<file path="src/hse_pkg.sv">
// ----------------------------------------------------------------------------
// HMAC-SHA-256 engine package
// Shared types, constants and round functions.
// ----------------------------------------------------------------------------
package hse_pkg;

    typedef enum logic [3:0] {
        ST_IDLE,
        ST_IKEY_LOAD,
        ST_ABSORB,
        ST_MSG_RUN,
        ST_PAD,
        ST_PAD_RUN,
        ST_OKEY_LOAD,
        ST_OKEY_RUN,
        ST_OMSG_LOAD,
        ST_OMSG_RUN,
        ST_DONE
    } state_t;

    typedef enum logic [1:0] {
        SRC_KEY_IN,
        SRC_KEY_OUT,
        SRC_BUF,
        SRC_INNER
    } blk_src_t;

    typedef struct packed {
        logic     init_chain;
        logic     clear_count;
        logic     absorb;
        logic     pad_step;
        logic     load_block;
        blk_src_t src;
        logic     round_step;
        logic     fold;
        logic     save_inner;
        logic     capture;
    } dp_cmd_t;

    typedef struct packed {
        logic       round_last;
        logic       buf_full;
        logic [6:0] fill;
    } dp_stat_t;

    localparam logic [7:0] IPAD = 8'h36;
    localparam logic [7:0] OPAD = 8'h5c;
    localparam logic [7:0] PAD_BYTE = 8'h80;
    localparam logic [6:0] LEN_POS = 7'd56;

    localparam logic [31:0] H_INIT [8] = '{
        32'h6a09e667, 32'hbb67ae85, 32'h3c6ef372, 32'ha54ff53a,
        32'h510e527f, 32'h9b05688c, 32'h1f83d9ab, 32'h5be0cd19
    };

    localparam logic [31:0] K_TAB [64] = '{
        32'h428a2f98,32'h71374491,32'hb5c0fbcf,32'he9b5dba5,32'h3956c25b,32'h59f111f1,
        32'h923f82a4,32'hab1c5ed5,32'hd807aa98,32'h12835b01,32'h243185be,32'h550c7dc3,
        32'h72be5d74,32'h80deb1fe,32'h9bdc06a7,32'hc19bf174,32'he49b69c1,32'hefbe4786,
        32'h0fc19dc6,32'h240ca1cc,32'h2de92c6f,32'h4a7484aa,32'h5cb0a9dc,32'h76f988da,
        32'h983e5152,32'ha831c66d,32'hb00327c8,32'hbf597fc7,32'hc6e00bf3,32'hd5a79147,
        32'h06ca6351,32'h14292967,32'h27b70a85,32'h2e1b2138,32'h4d2c6dfc,32'h53380d13,
        32'h650a7354,32'h766a0abb,32'h81c2c92e,32'h92722c85,32'ha2bfe8a1,32'ha81a664b,
        32'hc24b8b70,32'hc76c51a3,32'hd192e819,32'hd6990624,32'hf40e3585,32'h106aa070,
        32'h19a4c116,32'h1e376c08,32'h2748774c,32'h34b0bcb5,32'h391c0cb3,32'h4ed8aa4a,
        32'h5b9cca4f,32'h682e6ff3,32'h748f82ee,32'h78a5636f,32'h84c87814,32'h8cc70208,
        32'h90befffa,32'ha4506ceb,32'hbef9a3f7,32'hc67178f2
    };

    function automatic logic [31:0] rotr(input logic [31:0] x, input int n);
        rotr = (x >> n) | (x << (32 - n));
    endfunction

endpackage

</file>
<file path="src/hse_ctrl.sv">
// ----------------------------------------------------------------------------
// HMAC-SHA-256 controller
// Sequences key blocks, message absorption, padding and the outer hash.
// ----------------------------------------------------------------------------
module hse_ctrl
(
    input  logic              clk,
    input  logic              rst_n,
    input  logic              in_fire,
    input  logic              byte_valid,
    input  logic              end_of_message,
    input  logic              out_taken,
    input  hse_pkg::dp_stat_t stat,
    output hse_pkg::dp_cmd_t  cmd,
    output logic              in_ready,
    output logic              out_valid
);
    import hse_pkg::*;

    state_t state_reg, state_next;
    logic   last_reg, last_next;
    logic   pad_done_reg, pad_done_next;
    logic   out_valid_reg, out_valid_next;

    always_ff @(posedge clk or negedge rst_n)
    begin
        if (!rst_n)
        begin
            state_reg     <= ST_IDLE;
            last_reg      <= 1'b0;
            pad_done_reg  <= 1'b0;
            out_valid_reg <= 1'b0;
        end
        else
        begin
            state_reg     <= state_next;
            last_reg      <= last_next;
            pad_done_reg  <= pad_done_next;
            out_valid_reg <= out_valid_next;
        end
    end

    always_comb
    begin
        state_next     = state_reg;
        last_next      = last_reg;
        pad_done_next  = pad_done_reg;
        out_valid_next = out_valid_reg;
        if (out_valid_reg && out_taken)
            out_valid_next = 1'b0;
        unique case (state_reg)
            ST_IDLE:
            begin
                if (in_fire && (byte_valid || end_of_message))
                begin
                    state_next = ST_IKEY_LOAD;
                    last_next  = end_of_message;
                end
            end
            ST_IKEY_LOAD: state_next = ST_MSG_RUN;
            ST_ABSORB:
            begin
                if (in_fire)
                begin
                    last_next = end_of_message;
                    if (byte_valid && stat.buf_full)
                        state_next = ST_MSG_RUN;
                    else if (end_of_message)
                        state_next = ST_PAD;
                end
            end
            ST_MSG_RUN:
            begin
                if (stat.round_last)
                    state_next = last_reg ? ST_PAD : ST_ABSORB;
            end
            ST_PAD:
            begin
                pad_done_next = 1'b0;
                state_next    = ST_PAD_RUN;
            end
            ST_PAD_RUN:
            begin
                if (stat.round_last)
                begin
                    if (stat.fill == 7'd0 && !pad_done_reg)
                    begin
                        pad_done_next = 1'b1;
                        state_next    = ST_PAD_RUN;
                    end
                    else
                        state_next = ST_OKEY_LOAD;
                end
            end
            ST_OKEY_LOAD: state_next = ST_OKEY_RUN;
            ST_OKEY_RUN:  if (stat.round_last) state_next = ST_OMSG_LOAD;
            ST_OMSG_LOAD: state_next = ST_OMSG_RUN;
            ST_OMSG_RUN:  if (stat.round_last) state_next = ST_DONE;
            ST_DONE:
            begin
                if (!out_valid_reg || out_taken)
                begin
                    state_next     = ST_IDLE;
                    out_valid_next = 1'b1;
                end
            end
            default:      state_next = ST_IDLE;
        endcase
    end

    always_comb
    begin
        cmd       = '0;
        cmd.src   = SRC_BUF;
        in_ready  = 1'b0;
        out_valid = out_valid_reg;
        unique case (state_reg)
            ST_IDLE:
            begin
                in_ready = 1'b1;
                if (in_fire && (byte_valid || end_of_message))
                begin
                    cmd.init_chain  = 1'b1;
                    cmd.clear_count = 1'b1;
                    cmd.absorb      = byte_valid;
                end
            end
            ST_IKEY_LOAD:
            begin
                cmd.load_block = 1'b1;
                cmd.src        = SRC_KEY_IN;
            end
            ST_ABSORB:
            begin
                in_ready   = 1'b1;
                cmd.absorb = in_fire && byte_valid;
                if (in_fire && byte_valid && stat.buf_full)
                begin
                    cmd.load_block = 1'b1;
                    cmd.src        = SRC_BUF;
                end
            end
            ST_MSG_RUN:
            begin
                cmd.round_step = 1'b1;
                cmd.fold       = stat.round_last;
            end
            ST_PAD:
            begin
                cmd.pad_step   = 1'b1;
                cmd.load_block = 1'b1;
                cmd.src        = SRC_BUF;
            end
            ST_PAD_RUN:
            begin
                cmd.round_step = 1'b1;
                cmd.fold       = stat.round_last;
                if (stat.round_last && stat.fill == 7'd0 && !pad_done_reg)
                begin
                    cmd.pad_step   = 1'b1;
                    cmd.load_block = 1'b1;
                    cmd.src        = SRC_BUF;
                end
                cmd.save_inner = stat.round_last &&
                                 !(stat.fill == 7'd0 && !pad_done_reg);
            end
            ST_OKEY_LOAD:
            begin
                cmd.init_chain = 1'b1;
                cmd.load_block = 1'b1;
                cmd.src        = SRC_KEY_OUT;
            end
            ST_OKEY_RUN:
            begin
                cmd.round_step = 1'b1;
                cmd.fold       = stat.round_last;
            end
            ST_OMSG_LOAD:
            begin
                cmd.load_block = 1'b1;
                cmd.src        = SRC_INNER;
            end
            ST_OMSG_RUN:
            begin
                cmd.round_step = 1'b1;
                cmd.fold       = stat.round_last;
            end
            ST_DONE: cmd.capture = !out_valid_reg || out_taken;
            default: ;
        endcase
    end

endmodule

</file>
<file path="config.mk">
export PLATFORM = sky130hd
export DESIGN_NAME = hse_ctrl
export DESIGN_NICKNAME = d
export VERILOG_FILES = /design/src/hse_pkg.sv /design/src/hse_ctrl.sv
export SDC_FILE = /design/constraint.sdc
export NUM_CORES = 1
export LEC_CHECK = 0
export BUFFER_PORTS_ARGS = -buffer_cell sky130_fd_sc_hd__clkbuf_2
export CAP_MARGIN = 0
export CORE_UTILIZATION = 40
export CTS_CLUSTER_DIAMETER = 80
export DETAILED_ROUTE_END_ITERATION = 10
export PLACE_DENSITY = 0.68
export RECOVER_POWER = 25
export REMOVE_ABC_BUFFERS = 1
export SLEW_MARGIN = 0
export SYNTH_ARGS = -nofsm -noshare
export SYNTH_HDL_FRONTEND = slang
export SYNTH_SLANG_ARGS = --single-unit
export TNS_END_PERCENT = 5
</file>
<file path="constraint.sdc">
create_clock -name clk -period 1.9 [get_ports clk]
set_clock_uncertainty 0.1 [all_clocks]
set_input_delay 0.475 -clock clk [delete_from_list [all_inputs] [get_ports clk]]
set_output_delay 0.475 -clock clk [all_outputs]
set_load 0.1 [all_outputs]
</file>
After elaboration in Yosys (flattened, before gate mapping)
Cells that the tools add are included.
- equality and inequality tests: 19
- muxes and demuxes: 33
- reduce and logical (&&, ||, !) cells: 23
- operators with widths (kind ; number):
    case mux 4 bit (11 select lines) ; 1
    2-to-1 mux 4 bit ; 10
    case mux 3 bit (6 select lines) ; 1
    equality test 4 x 3 -> 1 bit, second input constant ; 4
    != test 2 bit, second input constant ; 8
    equality test 4 bit, second input constant ; 3
    2-to-1 mux 1 bit ; 11
    case mux 1 bit (2 select lines) ; 5
    logical AND 1 bit ; 9
    2-to-1 mux 3 bit ; 3
    equality test 4 x 2 -> 1 bit, second input constant ; 2
    AND reduction 8 bit ; 1
    logical NOT 7 bit ; 1
    AND reduction 3 bit ; 2
    equality test 4 x 1 -> 1 bit, second input constant ; 1
    logical NOT 4 bit ; 1
    2-to-1 mux 2 bit ; 2
    nonzero test 2 bit ; 2
    OR reduction 4 bit ; 1
    logical NOT 1 bit ; 3
    != test 3 bit, second input constant ; 1
    logical OR 1 bit ; 2
    OR reduction 2 bit ; 1
- register bits: 7
- word-level logic and storage cells: 79

Logic depth before layout (Yosys ltp)
Gate-level depths: netlist (run 1).
- word-level depth: 5
- gate-level depth with buffers: 6

Worst setup path after synthesis (run 1)
Ideal clock, no wire load.
- kind: register to output
- from: register state_reg[1]
- to: output port cmd[9] (netlist bit)
- arrival: 3.787 ns
- slack: -2.462 ns
- stages on the path, launching flop included: 4
- path buffers: 1
- cells stage by stage: dfrtp_1 buf_2 or2_2 nor4_1
- RTL lines (element ; line ; text):
    start, declared ; hse_ctrl.sv:20 ; state_t state_reg, state_next;
    start signal, assigned ; hse_ctrl.sv:36 ; state_reg <= state_next;
    end, declared ; hse_ctrl.sv:14 ; output hse_pkg::dp_cmd_t cmd,

==> flow_summary.yaml, run 1 <==
global_route:
  antenna_found_initial: 0
  grt_pass1_wl_um: 3880
  grt_pass1_vias: 880
  grtUsageTotal_pct: 28.0
  grt_start_max_net_pins: 9
  grt_overflow: 0
worst_setup_path:
  startpoint_type: "flip-flop"
  crit_required_ns: 1.32
  arrival_ns: 1.67
  cp_cell_sequence: "nor2b_1, o21ai_0, a21oi_1, or3_4, buf_12"
  crit_type: "flip-flop to output port"
  cp_slowest_cell: "dfrtp_2"
  crit_path_end_kind: "output port"
  cp_max_fo: 8
  slowest_delay_ns: 0.47
place:
  placed_cells: 152
  port_buffers: 27
  place_congestion: 0.841
  dp_slack_ns: -0.269
  dp_hpwl_um: 1730
drt:
  post_drt_wl_per_cell_um: 16.3
  dr.pass1.iters: 5
  drt-total-wl_um: 2630
  remaining_drc_errors: 0
  route.vias.total: 954
  via_per_inst: 5.93
  drt_iter0_drc: 44
  drtAntennaViolNets: 0
synth:
  syn_area_um2: 681
  ys_warn_count: 0
  synth_seq_cells: 7
  synth.most_common_cell: "a21oi_1"
  avgSynthCellArea_um2: 8.10
  synthTopCellsByCount: "a21oi_1, dfrtp_1, nand2_1, o21ai_0, nor2_1"
  yosysTopAreaCellShare_pct: 25.7
  synth_edf_count: 0
  synthArstFlopShare_pct: 100
  netlist_instances: 84
  synth_seq_area_share_pct: 25.7
  synth.area.top_cells: "dfrtp_1, a21oi_1, o21ai_0"
  ys.flop_type: "dfrtp_1"
  synth_cell_type_count: 37
  synth_top_area_cell: "dfrtp_1"
clock_network:
  clock-sinks: 7
  cts.clk_slew.worst_paths_ns: 0.05
  cts_tree: "done"
  clkLatencyLatePin_ns: 0.26
  numCtsBuffers: 3
  clockBufferDepth: 2
  h-tree-depth: 1
  root_buffer: "clkbuf_4"
sta:
  slew_headroom_pct: 63.8
  period_minus_slack_ns: 2.24
  finalSetupTns_ns: -2.66
  worst_slack_ns: -0.343
  timing.fmax_mhz: 446
  finalHoldViolations: 0
  fin_crit_sh_pct: 118
  worstMarginPinSlew_ns: 0.545
  rsz0062_at_grt: "yes"
  setup_viol: 12
  final_max_slew_viol_count: 0
floorplan:
  num_rows: 14
  pin_count: 28
  start_util_pct: 44.2
  dieArea_mm2: 0.00187
  fp.dieW_um: 43.3
  die_height_um: 43.3
  core_mm2: 0.00154
run:
  maxCapViolCount: 0
min_path:
  min-delay-path-class: "flip-flop to flip-flop"
outcome:
  violations: "setup timing"
  status: "finished with violations"
final_layout:
  layout-drive-gt1-share_pct: 63.4
  post_layout_nonfiller_instances: 161
  n_antenna_cell: 0
  final_util_pct: 91.4
  nets: 161
  area_growth_pct: 107
  fillers: 64
  largest_reg_flops: 4
-- stage by stage --
step           area (um2)  hold slack (ns)
3_3_place_gp         1210            0.217
2_1_floorplan         641           0.0794
3_5_place_dp         1210            0.214
6_report             1410            0.437
4_1_cts              1340            0.436
5_1_grt              1410            0.461
-- final timing paths --
check,end,from,cells past startpoint,slack (ns)
min in group asynchronous,pad_done_reg$_DFFE_PN0P_,rst_n,2,0.55
max,cmd[6],state_reg[1]$_DFFE_PN0P_,5,-0.34
max reg2reg,state_reg[1]$_DFFE_PN0P_,state_reg[2]$_DFFE_PN0P_,5,0.06
max in group asynchronous,state_reg[0]$_DFFE_PN0P_,rst_n,2,0.86
min,pad_done_reg$_DFFE_PN0P_,pad_done_reg$_DFFE_PN0P_,1,0.44
min reg2reg,pad_done_reg$_DFFE_PN0P_,pad_done_reg$_DFFE_PN0P_,1,0.44
-- critical path, delay by kind of cell, from the launching register on --
family | cells | cell delay, ns
and+or+nand+nor | 2 | 0.53
DFF | 1 | 0.47
AOI/OAI and AO/OA | 2 | 0.23
buffers and inverters | 1 | 0.17
-- cell usage in the layout (no fill, tap or decap), drive strengths merged, types with 2 or more instances in the layout --
master / instances
o21ai: 7
nand3b: 2
nand2: 6
clkbuf: 19
a21oi: 8
nor2b: 3
nor2: 5
or3: 2
nand3: 3
nor3: 4
buf: 47
and2: 2
or2: 2
nand2b: 4
and3: 4
nor4: 3
dfrtp: 7
inv: 2
-- cells by family (layout without fill, tap and decap cells) --
group / after synthesis / after routing / synth area share, %
simple gates: 43 / 43 / 39.7
flops: 7 / 7 / 25.7
mux: 1 / 1 / 2.21
compound gates: 25 / 25 / 25.4
buf+inv: 8 / 69 / 6.99
-- final cells by class --
| class | instances | area (um2) | area share, % |
|---|---|---|---|
| clock buffer | 4 | 26.3 | 1.87 |
| inverter | 2 | 7.51 | 0.533 |
| multi-input combinational | 69 | 566 | 40.1 |
| sequential | 7 | 180 | 12.8 |
| tap | 16 | 20.0 | 1.42 |
| timing repair buffer | 63 | 609 | 43.3 |
-- per-layer routing --
metal | up-vias | GRT usage, % | share of wire (%)
li1 | 436 | - | -
met1 | 453 | 31.7 | 36
met2 | 58 | 50.1 | 55
met3 | 7 | 8.94 | 7.8
met4 | 0 | 6.67 | 1.2
met5 | - | 0 | 0
-- what timing repair did --
action	CTS	global route
hold buffers	1	0
endpoints found under the hold margin	7	0
buffers inserted	2	2
pin swaps	4	1
gates cloned	0	0
gates resized for setup	23	11
endpoints found under the setup margin	12	12
Power of run 1 is not shown: default switching activity piles up to over one toggle a cycle in this logic, so the estimate is an artifact.
==> run 2, diff against run 1 <==
==> constraint.sdc (replaced) <==
create_clock -name clk -period 1.9 [get_ports clk]
set_clock_uncertainty 0.1 [all_clocks]
set_input_delay 0.38 -clock clk [delete_from_list [all_inputs] [get_ports clk]]
set_output_delay 0.38 -clock clk [all_outputs]
set_load 0.1 [all_outputs]
==> run 2 against run 1 <==
Compared with the run above: the run still ends with setup timing left; setup slack better by 0.12 ns; design area down 3.9%; cell count down 3.7%; register-to-register slack worse by 0.02 ns; largest cell class is now multi-input combinational cells; sequential cell count unchanged; worst hold slack worse by 0.12 ns.
==> flow_summary.yaml, run 2 (synthesized netlist as in run 1, its figures left out) <==
outcome:
  status: "finished with violations"
  violations: "setup timing"
drt:
  via_per_inst: 5.86
  dr.pass1.iters: 4
  drt_iter0_drc: 19
  remaining_drc_errors: 0
  drt-total-wl_um: 2670
  route.vias.total: 908
  post_drt_wl_per_cell_um: 17.2
  drtAntennaViolNets: 0
min_path:
  min-delay-path-class: "input pin to flip-flop"
worst_setup_path:
  crit_required_ns: 1.42
  startpoint_type: "flip-flop"
  crit_type: "flip-flop to output port"
  cp_cell_sequence: "buf_4, buf_6, nor3_2, a21oi_1, nor3_1, buf_4, buf_12"
  cp_common_cell: "buf_4"
  arrival_ns: 1.64
  slowest_delay_ns: 0.44
  crit_path_end_kind: "output port"
  cp_max_fo: 5
  cp_slowest_cell: "dfrtp_2"
final_layout:
  stdcell_area_mm2: 0.00135
  fillers: 71
  layout-drive-gt1-share_pct: 61.2
  nets: 155
  layout_common_cells: "buf_4, clkbuf_2, buf_12"
  area_growth_pct: 98.9
  largest_reg_flops: 4
  n_antenna_cell: 0
  final_common_cell: "buf_4"
place:
  port_buffers: 27
  placed_area_mm2: 0.00114
  place_congestion: 0.826
  dp_hpwl_um: 1500
sta:
  finalHoldViolations: 0
  worst_slack_ns: -0.224
  rsz0062_at_grt: "yes"
  slew_headroom_pct: 64.2
  timing.fmax_mhz: 471
  finalSetupTns_ns: -1.56
  fin_crit_sh_pct: 112
  period_minus_slack_ns: 2.12
  worstMarginPinSlew_ns: 0.539
  setup_viol: 12
  final_max_slew_viol_count: 0
clock_network:
  clock-sinks: 7
  clockBufferDepth: 2
  h-tree-depth: 1
  root_buffer: "clkbuf_4"
  cts_tree: "done"
  clkLatencyLatePin_ns: 0.26
  cts.clk_slew.worst_paths_ns: 0.05
  numCtsBuffers: 3
global_route:
  grt_pass1_wl_um: 3560
  grt_pass1_vias: 804
  grt_overflow: 0
  antenna_found_initial: 0
  grtUsageTotal_pct: 26.4
  grt_start_max_net_pins: 14
run:
  maxCapViolCount: 0
floorplan:
  start_util_pct: 44.2
  num_rows: 14
  die_height_um: 43.3
  dieArea_mm2: 0.00187
  pin_count: 28
  fp.dieW_um: 43.3
  core_mm2: 0.00154
==> run 2: changes by cell type in the layout (fill, tap and decap cells not counted), sizes merged <==
cell  delta
buf      -6
==> run 2: layout make-up <==
cell class,instances,area (um2),area share [%]
well taps,16,20.0,1.48
repair buffers,57,554,40.9
inverters,2,7.51,0.555
flip-flops and latches,7,180,13.3
clock buffers,4,26.3,1.94
multi-input cells,69,566,41.8
==> run 2: worst paths after layout <==
kind                                                from                       end  slack (ns)  cells past startpoint
worst min register to register      last_reg$_DFFE_PN0P_      last_reg$_DFFE_PN0P_        0.46                      1
worst max register to register  state_reg[2]$_DFFE_PN0P_  state_reg[1]$_DFFE_PN0P_        0.04                      6
worst max-delay path            state_reg[2]$_DFFE_PN0P_                   cmd[10]       -0.22                      7
max in group asynchronous                          rst_n  state_reg[0]$_DFFE_PN0P_        0.96                      2
worst min-delay path                      end_of_message      last_reg$_DFFE_PN0P_        0.32                      2
min in group asynchronous                          rst_n       out_valid$_DFF_PN0_        0.44                      2
==> run 2: layer usage <==
metal	GRT usage [%]	up-vias	routed length [um]
met5	0	-	0
met4	8.48	0	35
met3	9.79	4	138
met2	46.6	37	1410
met1	28.8	439	1090
li1	-	428	-
==> run 2: stage by stage <==
step / std cells / setup WS (ns) / hold slack [ns] / utilization [%]
2_1_floorplan: 78 / -2.30 / -0.0156 / -
3_3_place_gp: 143 / -0.0591 / 0.122 / 74.0
3_5_place_dp: 143 / -0.0878 / 0.127 / 74.0
4_1_cts: 152 / -0.175 / 0.315 / 82.1
5_1_grt: 155 / -0.275 / 0.312 / 87.8
6_report: 155 / -0.224 / 0.319 / 87.8
==> run 2: worst max-delay path, delay by kind of cell, from the launching register on <==
family / cells / cell delay, ns
buf+inv: 4 / 0.60
flops: 1 / 0.44
simple gates: 2 / 0.28
compound gates: 1 / 0.07
==> run 2: repair_timing <==
action / in CTS / in global routing
resized for setup: 17 / 16
endpoints found under the setup margin: 13 / 12
endpoints found under the hold margin: 7 / 0
setup buffers: 4 / 3
hold buffers: 1 / 0
pin swaps: 7 / 0
Power of run 2 is left out for the same reason.
==> run 3, diff against run 2 <==
- CTS_BUF_LIST: not set -> sky130_fd_sc_hd__clkbuf_4 sky130_fd_sc_hd__clkbuf_8
==> run 3 against run 2 <==
Compared with the run above: the flow still finishes with violations (setup timing); cell count unchanged; global-route usage grew 0.61 points; core utilization is 0.24 points higher; via count grew 0.88%; non-clock buffer count did not move.
==> flow_summary.yaml, run 3 (synthesized netlist as in run 1, its figures left out) <==
clock_network:
  cts_tree: "done"
  numCtsBuffers: 3
  cts.clk_slew.worst_paths_ns: 0.05
  clockBufferDepth: 2
  clkLatencyLatePin_ns: 0.25
  root_buffer: "clkbuf_4"
  clock-sinks: 7
  h-tree-depth: 1
place:
  place_congestion: 0.826
  dp_hpwl_um: 1500
  dp_slack_ns: -0.0878
  port_buffers: 27
worst_setup_path:
  cp_common_cell: "buf_4"
  rrSetupSlack_ns: 0.02
  crit_path_end_kind: "output port"
  cp_slowest_cell: "dfrtp_2"
  arrival_ns: 1.65
  cp_cell_sequence: "buf_4, buf_6, nor3_2, a21oi_1, nor3_1, buf_4, buf_12"
  critPathBufInv: 4
  startpoint_type: "flip-flop"
  crit_required_ns: 1.42
  crit_family: "buffers and inverters"
  slowest_delay_ns: 0.44
  crit_type: "flip-flop to output port"
  cp_max_fo: 5
sta:
  worst_slack_ns: -0.229
  rsz0062_at_grt: "yes"
  timing.fmax_mhz: 470
  setup_viol: 12
  slew_headroom_pct: 64.3
  period_minus_slack_ns: 2.13
  worstMarginPinSlew_ns: 0.537
  finalHoldViolations: 0
  final_max_slew_viol_count: 0
  fin_crit_sh_pct: 112
global_route:
  grt_overflow: 0
  grt_pass1_wl_um: 3660
  grtUsageTotal_pct: 27.0
  antenna_found_initial: 0
  grt_pass1_vias: 825
  grt_start_max_net_pins: 14
floorplan:
  dieArea_mm2: 0.00187
  core_mm2: 0.00154
  die_height_um: 43.3
  num_rows: 14
  pin_count: 28
  fp.dieW_um: 43.3
  start_util_pct: 44.2
drt:
  route.vias.total: 916
  dr.pass1.iters: 4
  post_drt_wl_per_cell_um: 17.2
  remaining_drc_errors: 0
  drt_iter0_drc: 23
  drt-total-wl_um: 2670
  via_per_inst: 5.91
  drtAntennaViolNets: 0
final_layout:
  layout-drive-gt1-share_pct: 61.9
  area_growth_pct: 99.4
  nets: 155
  largest_reg_flops: 4
  layout_common_cells: "buf_4, clkbuf_2, buf_12"
  final_common_cell: "buf_4"
  n_antenna_cell: 0
run:
  maxCapViolCount: 0
outcome:
  status: "finished with violations"
  violations: "setup timing"
min_path:
  min-delay-path-class: "input pin to flip-flop"
==> run 3: cell types whose count changed in the layout (fill, tap and decap cells not counted) <==
cell / previous run / this run
clkbuf_1: 2 / 1
clkbuf_4: 3 / 4
==> run 3: what timing repair did <==
action,CTS,global route
endpoints found under the hold margin,7,0
buffers inserted,4,3
pin swaps,7,0
endpoints found under the setup margin,13,12
resized for setup,17,16
gates cloned,0,0
hold buffers,1,0
==> run 3: cell type report <==
type	count	area, um2
sequential	7	180
inverter	2	7.51
fill	69	184
timing repair buffer	57	554
clock buffer	4	30.0
tap	16	20.0
multi-input combinational	69	566
==> run 3: worst register-to-register path, delay by kind of cell, from the launching register on <==
family | cells | cell delay (ns)
buf+inv | 2 | 0.26
simple gates | 3 | 0.67
mux | 1 | 0.29
flops | 1 | 0.44
==> run 3: path summary, 6_finish.rpt <==
kind | startpoint | endpoint | cells past startpoint
max reg2reg | state_reg[2]$_DFFE_PN0P_ | state_reg[1]$_DFFE_PN0P_ | 6
min reg2reg | last_reg$_DFFE_PN0P_ | last_reg$_DFFE_PN0P_ | 1
max | state_reg[2]$_DFFE_PN0P_ | cmd[10] | 7
max in group asynchronous | rst_n | state_reg[0]$_DFFE_PN0P_ | 2
min | end_of_message | last_reg$_DFFE_PN0P_ | 2
min in group asynchronous | rst_n | out_valid$_DFF_PN0_ | 2
==> run 3: routing by layer <==
layer	up-vias	track usage (%)	wire length (um)
met5	-	0	0
met4	0	9.70	20
met3	2	9.79	152
met2	41	47.2	1420
met1	446	29.6	1080
li1	427	-	-
==> run 3: stage by stage <==
step / cell area (um2) / hold WS, ns / instances / setup TNS (ns) / utilization [%]
after global routing: 1360 / 0.315 / 155 / -2.26 / 88.1
after global placement: 1140 / 0.122 / 143 / -0.111 / 74.0
after CTS: 1270 / 0.314 / 152 / -1.03 / 82.4
after floorplan: 641 / -0.0156 / 78 / -17.54 / -
final: 1360 / 0.325 / 155 / -1.60 / 88.1
after detailed placement: 1140 / 0.127 / 143 / -0.186 / 74.0
Power of run 3 is left out for the same reason.
